## src/hdl/ecm_ram.sv

```systemverilog
// generic single-write, single-read ram with registered read data
`default_nettype none
module ecm_ram #(
  parameter int WIDTH = 8,
  parameter int DEPTH = 16
) (
  input  wire logic                                    clk_i,
  input  wire logic                                    we_i,
  input  wire logic [((DEPTH > 1) ? $clog2(DEPTH) : 1)-1:0] waddr_i,
  input  wire logic [WIDTH-1:0]                        wdata_i,
  input  wire logic [((DEPTH > 1) ? $clog2(DEPTH) : 1)-1:0] raddr_i,
  output logic      [WIDTH-1:0]                        rdata_o
);

  logic [WIDTH-1:0] mem_q [DEPTH];
  logic [WIDTH-1:0] rdata_q;

  // write port and registered read port
  always_ff @(posedge clk_i) begin
    if (we_i) begin
      mem_q[waddr_i] <= wdata_i;
    end
    rdata_q <= mem_q[raddr_i];
  end

  assign rdata_o = rdata_q;

endmodule
`default_nettype wire

```

## config.mk

```make
export PLATFORM = sky130hd
export DESIGN_NAME = ecm_ram
export DESIGN_NICKNAME = d
export VERILOG_FILES = /design/src/hdl/ecm_ram.sv
export SDC_FILE = /design/constraint.sdc
export NUM_CORES = 1
export LEC_CHECK = 0
export BUFFER_PORTS_ARGS = -buffer_cell sky130_fd_sc_hd__buf_2
export CAP_MARGIN = 5
export CORE_ASPECT_RATIO = 1.5
export CORE_UTILIZATION = 48
export CTS_BUF_LIST = sky130_fd_sc_hd__clkbuf_4
export DETAILED_ROUTE_END_ITERATION = 6
export HOLD_SLACK_MARGIN = 0.15
export PLACE_DENSITY_LB_ADDON = 0.1
export SYNTH_ARGS = -nofsm -noshare
export SYNTH_HDL_FRONTEND = slang
export SYNTH_SLANG_ARGS = --single-unit
```

## constraint.sdc

```tcl
create_clock -name clk_i -period 1.7 [get_ports clk_i]
set_clock_uncertainty 0.15 [all_clocks]
set_input_delay 0.085 -clock clk_i [delete_from_list [all_inputs] [get_ports clk_i]]
set_output_delay 0.085 -clock clk_i [all_outputs]
set_load 0.05 [all_outputs]
```

==> metrics, run 1 <==
Final Non-Filler Cells=463; Slew Viols, Final=0; IO buf count=25; Area Growth Syn to Fin=17.43%; YS warnings=0; Clk pin slew, worst setup/hold paths=between 0.1 and 0.15 ns; via/cell ratio=5.371; fin crit period=1.617 ns; critical path's top delay family=buffers and inverters; # IOs=26; post-synth top area cell=edfxtp_1; CP endpoint kind=register; CTS tree=done; commonest non-fill, non-tap cell in the layout=edfxtp_1; Filler Cell Count=806; share of the clock period used by the worst path=0.9512; largest net degree at the start of global routing=33; Core Footprint=between 0.01 and 0.015 sq mm; WP data arrival=1.87 ns; syn nets=247; TritonCTS Buffers=17; CP required=roughly 2 ns; storage element area=0.004004 sq mm; area taken by multi-input logic gates=about 0.0011 sq mm; setup TNS=0 ns; most frequent cells in the layout=128 x edfxtp_1, 25 x buf_2, 23 x buf_4, 21 x clkbuf_4; number of DRC markers in iteration 0=183; Mapped Area=approximately 0.0051 sq mm; Sink Count=136; headroom to the max-slew limit=0.7341; Critical Path Max Stage Delay=~0.55 ns; distinct cell type count after synthesis=19; Finished Cell Area=around 0.006 sq mm; Hold Vio Cnt, Final=0; Avg WL per Cell=20.41 microns; Initial Utilization=0.5023; Lkg Pwr=2.065 nW; Fmax=0.6184 GHz; Max Cap Violations=0; CP cell instances=dlygate4sd3_1 -> buf_2 -> buf_12 -> mux4_1 -> a22oi_1 -> nand2_1; HPWL Detailed=6235 microns; Area contributors post-synth=edfxtp_1 75%, mux4_2 7.9%, mux4_1 7.1%; initial antenna violation count=1; slowest CP cell=mux4_1; grt ovf=0; Die Height=128.8 microns; flops & latches, synth=136; DRT antenna net count=0; worst slew pin tran=0.3988 ns; Pwr Density=998.8 mW/mm^2; peak supply drop=0.0006123 V; status=finished clean; clk_lat worst skew=0.51 ns; average size of a mapped cell=22.48 sq um; share of cells above drive strength 1=0.3146; # Post-CTS Setup Buffers=0; type of origin of the critical path=input pin; # setup viols final=0; Root Driver=clkbuf_4; GP Congestion=0.7084; global-route wire length before repair=14640 microns; Placed Instance Area=between 0.005 and 0.006 sq mm; Power Total=between 6 and 7 mW; register area share after synthesis=0.7778; vias in the first global route=2546; Syn Inst Count=229; Resize count post-CTS=0; CTS Buffer Depth=2; placed insts=412; Layout Nets=about 330; Hold WC Path Type=input pin to register; cell row count=45; crit path buf inv count=3; DRC=0; post-synth top area share=0.7467; vias=2487; RSZ-0062 raised after global routing=false; GR Util All Layers=0.1909; WL final=9450 microns; critical path class=input pin to register; length of the first detailed-routing pass in iterations=4; Die ar.=0.01115 sq mm; H-tree depth=4; die width=86.56 microns; crit-path max FO=11
## timing repair
| action | CTS | global route |
|---|---|---|
| hold buffers | 18 | 0 |
| setup endpoints to repair | 0 | 0 |
| hold endpoints to repair | 264 | 0 |
## worst register-to-register path: stages (launching register included)
cell	delay (ns)
edfxtp_1	0.39
mux4_1	0.53
a22oi_1	0.22
nand2_1	0.11
## through the flow
step             util  hold slack, ns  setup slack, ns
3_3_place_gp   0.5485          0.3140          0.03935
3_5_place_dp   0.5485          0.3316          0.03849
2_1_floorplan       -         0.03387           0.1989
5_1_grt        0.5899          0.3068          0.02039
6_report       0.5899          0.3539          0.08300
4_1_cts        0.5896          0.3045          0.09058
## cell usage after synthesis (all sizes together)
cell type      count
a22oi             16
and2               1
and2b              1
buf                7
clkdlybuf4s25      3
dfxtp              8
edfxtp           128
mux4              32
nand2              9
nand2b             2
nand3              1
nand3b             2
nor2              13
nor2b              1
nor3               4
or3b               1
## report_power, final
part / internal [mW] / switching [mW]
Combinational: 0.191 / 0.273
Sequential: 3.74 / 0.0200
Clock: 0.764 / 1.05
## sequential cells by signal (all words and copies together) (netlist names)
name     cells
rdata_o      8
mem_q      128
## layout make-up
class / instances / area share
flip-flops and latches: 136 / 0.6624
multi-input cells: 83 / 0.1757
well taps: 141 / 0.02919
diodes: 1 / 0.0004140
clock inverters: 11 / 0.01387
repair buffers: 70 / 0.09232
clock buffers: 21 / 0.02608
## path summary, 6_finish.rpt
path / from / endpoint / slack (ns) / cells after the start
worst max-delay path: raddr_i[0] / rdata_o[2]$_DFF_P_ / 0.08 / 6
worst min-delay path: wdata_i[3] / mem_q[11][3]$_DFFE_PP_ / 0.35 / 2
worst max register to register: mem_q[1][0]$_DFFE_PP_ / rdata_o[0]$_DFF_P_ / 0.19 / 3
worst min register to register: mem_q[12][4]$_DFFE_PP_ / rdata_o[4]$_DFF_P_ / 0.53 / 3
## cells by family after synthesis
kind of cell | after synthesis | share of synthesized area
muxes | 32 | 0.1502
AOI/OAI and AO/OA | 16 | 0.02334
buffers and inverters | 10 | 0.01677
and+or+nand+nor | 35 | 0.03184
DFF | 136 | 0.7778
## layer usage
metal | up-vias | global-route usage | share of wire
met3 | 8 | 0.04811 | 0.035
met1 | 1283 | 0.2402 | 0.42
li1 | 1138 | - | -
met2 | 58 | 0.3207 | 0.53
met4 | 0 | 0.07059 | 0.011
met5 | - | 0 | 0
No activity file was read; power rests on OpenSTA's default activity.
==> run 2: changes to the inputs <==
CORE_UTILIZATION = 31   (was 48)
==> run 2 against run 1 <==
Total power rose by 8.9%. Largest cell class unchanged. Final cell count rose by 14%. Routed wire length rose by 13%. Combinational power rose by 2%. Final area rose by 2.6%. Global-route usage fell by 5.4 points. Critical path depth fell by 1. First-iteration DRC count fell by 25%. Register-to-register slack improved by 0.02 ns. Critical path type unchanged.
==> metrics, run 2 (synthesized netlist as in run 1, its figures left out) <==
critical path class=input pin to register; Die ar.=0.01713 sq mm (+54%); Clk pin slew, worst setup/hold paths=0.13 ns (+0.02 ns); Reg2Reg Launch Point=mem_q[8][4]$_DFFE_PP_; Die Height=159.8 microns (+24%); Worst R2R Setup Slack=0.21 ns (+0.02 ns); crit path capture=mem_q[0][4]$_DFFE_PP_; H-tree depth=4 (unchanged); peak supply drop=0.0004033 V (-34%); Area Growth Syn to Fin=20.47%; Layout Nets=324 (-0.61%); TritonCTS Buffers=17 (unchanged); vias in the first global route=2595 (+1.9%); crit-path max FO=8 (-3); initial antenna violation count=1 (unchanged); Comb pwr share=0.072 (-0.005); Lkg Pwr=2.084 nW (+0.94%); Core Footprint=0.01619 sq mm (+58%); Largest register FFs=128 (unchanged); Critical path origin=waddr_i[1]; HPWL Detailed=7250 microns (+16%); DRT antenna net count=0 (unchanged); Initial Utilization=0.3180 (-0.1844); CP required=1.75 ns (-0.20 ns); # setup viols final=0 (unchanged); post-route setup slack=0.04057 ns (-0.04243 ns); global-route wire length before repair=16120 microns (+10%); worst hold slack=0.3312 ns (-0.02273 ns); Hold WC Path Type=input pin to register; CP endpoint kind=register; Clk pwr share=0.356 (+0.056); worst slew pin tran=0.8086 ns (+0.4099 ns); headroom to the max-slew limit=0.4598 (-0.2743); Filler Cell Count=1489 (+85%); Hold Vio Cnt, Final=0 (unchanged); worst slack at placement=-0.02098 ns (-0.05947 ns); DRC=0 (unchanged); Biggest register=mem_q; Avg WL per Cell=20.36 microns (-0.23%); share of the clock period used by the worst path=0.9761 (+0.02496); cell row count=57 (+27%); status=finished clean; IO buf count=25 (unchanged); sequential share of power=0.572 (-0.051); type of origin of the critical path=input pin; via/cell ratio=4.753 (-12%); GR Util All Layers=0.1373 (-0.05363); P_sw=1.450 mW (+8.2%); largest net degree at the start of global routing=33 (unchanged); GP Congestion=0.6702 (-5.4%); share of cells above drive strength 1=0.3135 (-0.001162); Fmax=0.6026 GHz (-2.6%); Slew Viols, Final=0 (unchanged); area taken by multi-input logic gates=0.001067 sq mm (+0.47%); fin crit period=1.659 ns (+0.04243 ns); placed insts=473 (+15%); vias=2500 (+0.52%); Pwr Density=1060 mW/mm^2 (+6.2%); number of DRC markers in iteration 0=137 (-25%); commonest non-fill, non-tap cell in the layout=edfxtp_1; clk_lat worst skew=0.52 ns (about the same); storage element area=0.004004 sq mm (unchanged); # Post-CTS Setup Buffers=0 (unchanged); Critical R2R Capture=rdata_o[4]$_DFF_P_; Int Pwr=5.125 mW (+9.1%); Max Cap Violations=0 (unchanged); most frequent cells in the layout=128 x edfxtp_1, 25 x buf_2, 20 x dlygate4sd3_1, 19 x clkbuf_4, 19 x buf_4; Root Driver=clkbuf_4; die width=107.2 microns (+24%); WP data arrival=1.71 ns (-0.16 ns); length of the first detailed-routing pass in iterations=4 (unchanged); WL final=10710 microns (+13%); switch share=0.2205 (-0.001478); Sink Count=136 (unchanged); # IOs=26 (unchanged); grt ovf=0 (unchanged); CTS Buffer Depth=2 (unchanged); Final Non-Filler Cells=526 (+14%); worst reg-to-reg path cell count=3 (unchanged); RSZ-0062 raised after global routing=false; CTS tree=done
run 2: area by class of cell:
class / count / area share
clock inverters: 13 / 0.02885
diodes: 1 / 0.0004036
repair buffers: 68 / 0.08838
multi-input cells: 83 / 0.1721
clock buffers: 19 / 0.02300
flip-flops and latches: 136 / 0.6457
well taps: 206 / 0.04157
run 2: worst min path at each step:
stage	startpoint	endpoint	slack [ns]	cells past startpoint
4_1_cts	wdata_i[6]	mem_q[11][6]$_DFFE_PP_	0.30	2
3_5_place_dp	wdata_i[0]	mem_q[5][0]$_DFFE_PP_	0.34	1
3_3_place_gp	wdata_i[0]	mem_q[5][0]$_DFFE_PP_	0.33	1
6_report	wdata_i[6]	mem_q[11][6]$_DFFE_PP_	0.33	2
2_1_floorplan	wdata_i[0]	mem_q[0][0]$_DFFE_PP_	0.03	0
5_1_grt	wdata_i[7]	mem_q[15][7]$_DFFE_PP_	0.29	2
run 2: critical path, stage by stage:
cell and delay [ns]:
dlygate4sd3_1 0.54, buf_2 0.16, nor3_2 0.17, dlygate4sd3_1 0.56, buf_4 0.19
run 2: stage by stage:
stage	TNS [ns]	power [mW]	area (sq um)	utilization
after CTS	0	6.654	6193	0.3826
final	0	6.576	6201	0.3830
after floorplan	0	4.104	5152	-
after global placement	-0.007904	4.289	5672	0.3503
after detailed placement	-0.02098	4.291	5672	0.3503
after global routing	0	6.822	6201	0.3830
run 2: metal layers:
| layer | track usage | wire length (microns) |
|---|---|---|
| met2 | 0.2367 | 5881 |
| met3 | 0.03878 | 280 |
| met4 | 0.04483 | 109 |
| met5 | 0 | 0 |
| met1 | 0.1638 | 4439 |
run 2: what timing repair did:
item	4_1_cts	5_1_grt
endpoints found under the setup margin	0	1
hold endpoints to repair	264	0
hold buffers	20	0
resized for setup	0	1
run 2: power by group through the flow:
stage          Clock (mW)  Sequential, mW  Combinational, mW
6_report             2.34            3.76              0.473
5_1_grt              2.54            3.77              0.513
4_1_cts              2.40            3.77              0.483
3_5_place_dp            0            3.84              0.449
3_3_place_gp            0            3.84              0.448
2_1_floorplan           0            3.91              0.191
==> run 3: changes to the inputs <==
==> constraint.sdc (replaced) <==
create_clock -name clk_i -period 1.7 [get_ports clk_i]
set_clock_uncertainty 0.15 [all_clocks]
set_input_delay 0.255 -clock clk_i [delete_from_list [all_inputs] [get_ports clk_i]]
set_output_delay 0.255 -clock clk_i [all_outputs]
set_load 0.05 [all_outputs]
==> run 3 against run 2 <==
Setup slack better by 0.079 ns. Non-clock buffer count is 2 lower. First-iteration DRC count is 53% lower. Register-to-register slack worse by 0.03 ns. Routed wire length is 2.1% higher. Utilization is 0.49 points lower. Final cell count is 0.38% lower. Combinational power hardly changed. Sequential share of layout area is 0.83 points higher. Critical path depth is 4 lower. Worst hold slack worse by 0.13 ns. Critical endpoint is now rdata_o[6]. Largest cell class unchanged. Largest power group unchanged.
==> metrics, run 3 (synthesized netlist as in run 1, its figures left out) <==
status=finished clean; end point of the worst hold path=rdata_o[7]$_DFF_P_; Max Cap Violations=0 (unchanged); global-route wire length before repair=16550 microns (+2.7%); Root Driver=clkbuf_4; Critical R2R Capture=rdata_o[4]$_DFF_P_; hold path depth=4 (+2); worst hold slack=0.2048 ns (-0.1264 ns); GR Util All Layers=0.1399 (+0.002668); commonest non-fill, non-tap cell in the layout=edfxtp_1; Clk pin slew, worst setup/hold paths=0.14 ns (about the same); vias in the first global route=2685 (+3.5%); Area Growth Syn to Fin=18.94%; Hold Vio Cnt, Final=0 (unchanged); # setup viols final=0 (unchanged); Slew Viols, Final=0 (unchanged); WL final=10930 microns (+2.1%); RSZ-0062 raised after global routing=false; clk_lat worst skew=0.51 ns (about the same); HPWL Detailed=7443 microns (+2.7%); die width=107.2 microns (unchanged); utilization after layout=0.3782 (-0.004869); largest net degree at the start of global routing=18 (-45%); Core Footprint=0.01619 sq mm (unchanged); TritonCTS Buffers=17 (unchanged); DRC=0 (unchanged); vias=2435 (-2.6%); Avg WL per Cell=20.86 microns (+2.4%); crit-path max FO=1 (-7); Die ar.=0.01713 sq mm (unchanged); cell row count=57 (unchanged); Layout Nets=322 (-0.62%); critical path class=register to primary output; number of DRC markers in iteration 0=64 (-53%); Initial Utilization=0.3180 (unchanged); most frequent cells in the layout=128 x edfxtp_1, 25 x buf_2, 25 x buf_4, 18 x mux4_2, 17 x clkbuf_4; Hold WC Path Type=input pin to register; sequential share of power=0.603 (+0.031); Clk pwr share=0.322 (-0.034); CTS Buffer Depth=2 (unchanged); switch share=0.2495 (+0.02895); Largest register FFs=128 (unchanged); fin crit period=1.580 ns (-0.07898 ns); initial antenna violation count=1 (unchanged); worst slack at placement=-0.1886 ns (-0.1677 ns); Power Total=6.244 mW (-5.0%); hold path start=raddr_i[3]; Sink Count=136 (unchanged); Critical Path Max Stage Delay=0.38 ns (-0.18 ns); Reg2Reg Launch Point=mem_q[9][4]$_DFFE_PP_; worst reg-to-reg path cell count=3 (unchanged); IO buf count=25 (unchanged); Critical path origin=rdata_o[6]$_DFF_P_; Die Height=159.8 microns (unchanged); H-tree depth=4 (unchanged); Biggest register=mem_q; peak supply drop=0.0003850 V (-4.6%); P_sw=1.558 mW (+7.4%); WP data arrival=1.18 ns (-0.53 ns); length of the first detailed-routing pass in iterations=4 (unchanged); worst slew pin tran=0.6805 ns (-0.1281 ns); Pwr Density=1020 mW/mm^2 (-3.8%); DRT antenna net count=0 (unchanged); CP endpoint kind=primary output; Lkg Pwr=2.061 nW (-1.1%); # IOs=26 (unchanged); type of origin of the critical path=register; slowest CP cell=dfxtp_1; Comb pwr share=0.076 (+0.004); via/cell ratio=4.647 (-2.2%); grt ovf=0 (unchanged); Fmax=0.6327 GHz (+5.0%); Int Pwr=4.686 mW (-8.6%); critical path's top delay family=flip-flops; share of cells above drive strength 1=0.3375 (+0.02406); GP Congestion=0.7074 (+5.6%); crit path buf inv count=1 (-3); CP required=1.29 ns (-0.46 ns); post-route setup slack=0.1196 ns (+0.07898 ns); Finished Cell Area=0.006122 sq mm (-1.3%); CP cell instances=buf_2; share of the clock period used by the worst path=0.9297 (-0.04646); headroom to the max-slew limit=0.5447 (+0.08486); CTS tree=done; Worst R2R Setup Slack=0.18 ns (-0.03 ns); Placed Instance Area=0.005737 sq mm (+1.1%)
-- run 3: changes by cell type in the layout (fill, tap and decap cells not counted), sizes merged --
| cell | delta |
|---|---|
| dlygate4sd3 | -9 |
| inv | +5 |
| clkbuf | -2 |
| buf | +7 |
| bufinv | -3 |
-- run 3: layer usage --
| layer | up-vias | wire length, microns | GRT usage | part of all wire |
|---|---|---|---|---|
| li1 | 1124 | - | - | - |
| met1 | 1264 | 4429 | 0.1612 | 0.41 |
| met2 | 41 | 6099 | 0.2516 | 0.56 |
| met3 | 6 | 289 | 0.03429 | 0.026 |
| met4 | 0 | 113 | 0.04483 | 0.010 |
| met5 | - | 0 | 0 | 0 |
-- run 3: cell type report --
type | instances | area (sq um)
repair buffers | 66 | 523.0
diodes | 1 | 2.502
multi-input cells | 83 | 1065
clock inverters | 15 | 142.6
fillers | 1496 | 10070
flip-flops and latches | 136 | 4004
clock buffers | 17 | 127.6
well taps | 206 | 257.7
-- run 3: metrics by stage --
step,instances,setup TNS (ns)
3_5_place_dp,480,-0.9659
4_1_cts,523,0
5_1_grt,524,0
3_3_place_gp,480,-0.9229
2_1_floorplan,229,0
6_report,524,0
-- run 3: power groups by stage --
stage               sequential (mW)  clock, mW  combinational (mW)
finish                         3.76       2.01               0.472
global route                   3.77       2.23               0.510
CTS                            3.77       2.09               0.484
detailed placement             3.84          0               0.464
global placement               3.84          0               0.462
floorplan                      3.91          0               0.191
-- run 3: worst max-delay path by stage --
stage | slack (ns) | endpoint | cells after the start
finish | 0.12 | rdata_o[6] | 1
global route | 0.008 | rdata_o[6] | 1
detailed placement | -0.19 | rdata_o[4]$_DFF_P_ | 6
floorplan | 0.03 | mem_q[3][0]$_DFFE_PP_ | 2
CTS | 0.03 | rdata_o[4]$_DFF_P_ | 5
global placement | -0.18 | rdata_o[4]$_DFF_P_ | 6
-- run 3: timing repair --
action / CTS / global route
endpoints found under the hold margin: 158 / 0
gates resized for setup: 0 / 1
setup endpoints to repair: 0 / 1
setup buffers: 0 / 0
hold buffers: 11 / 0
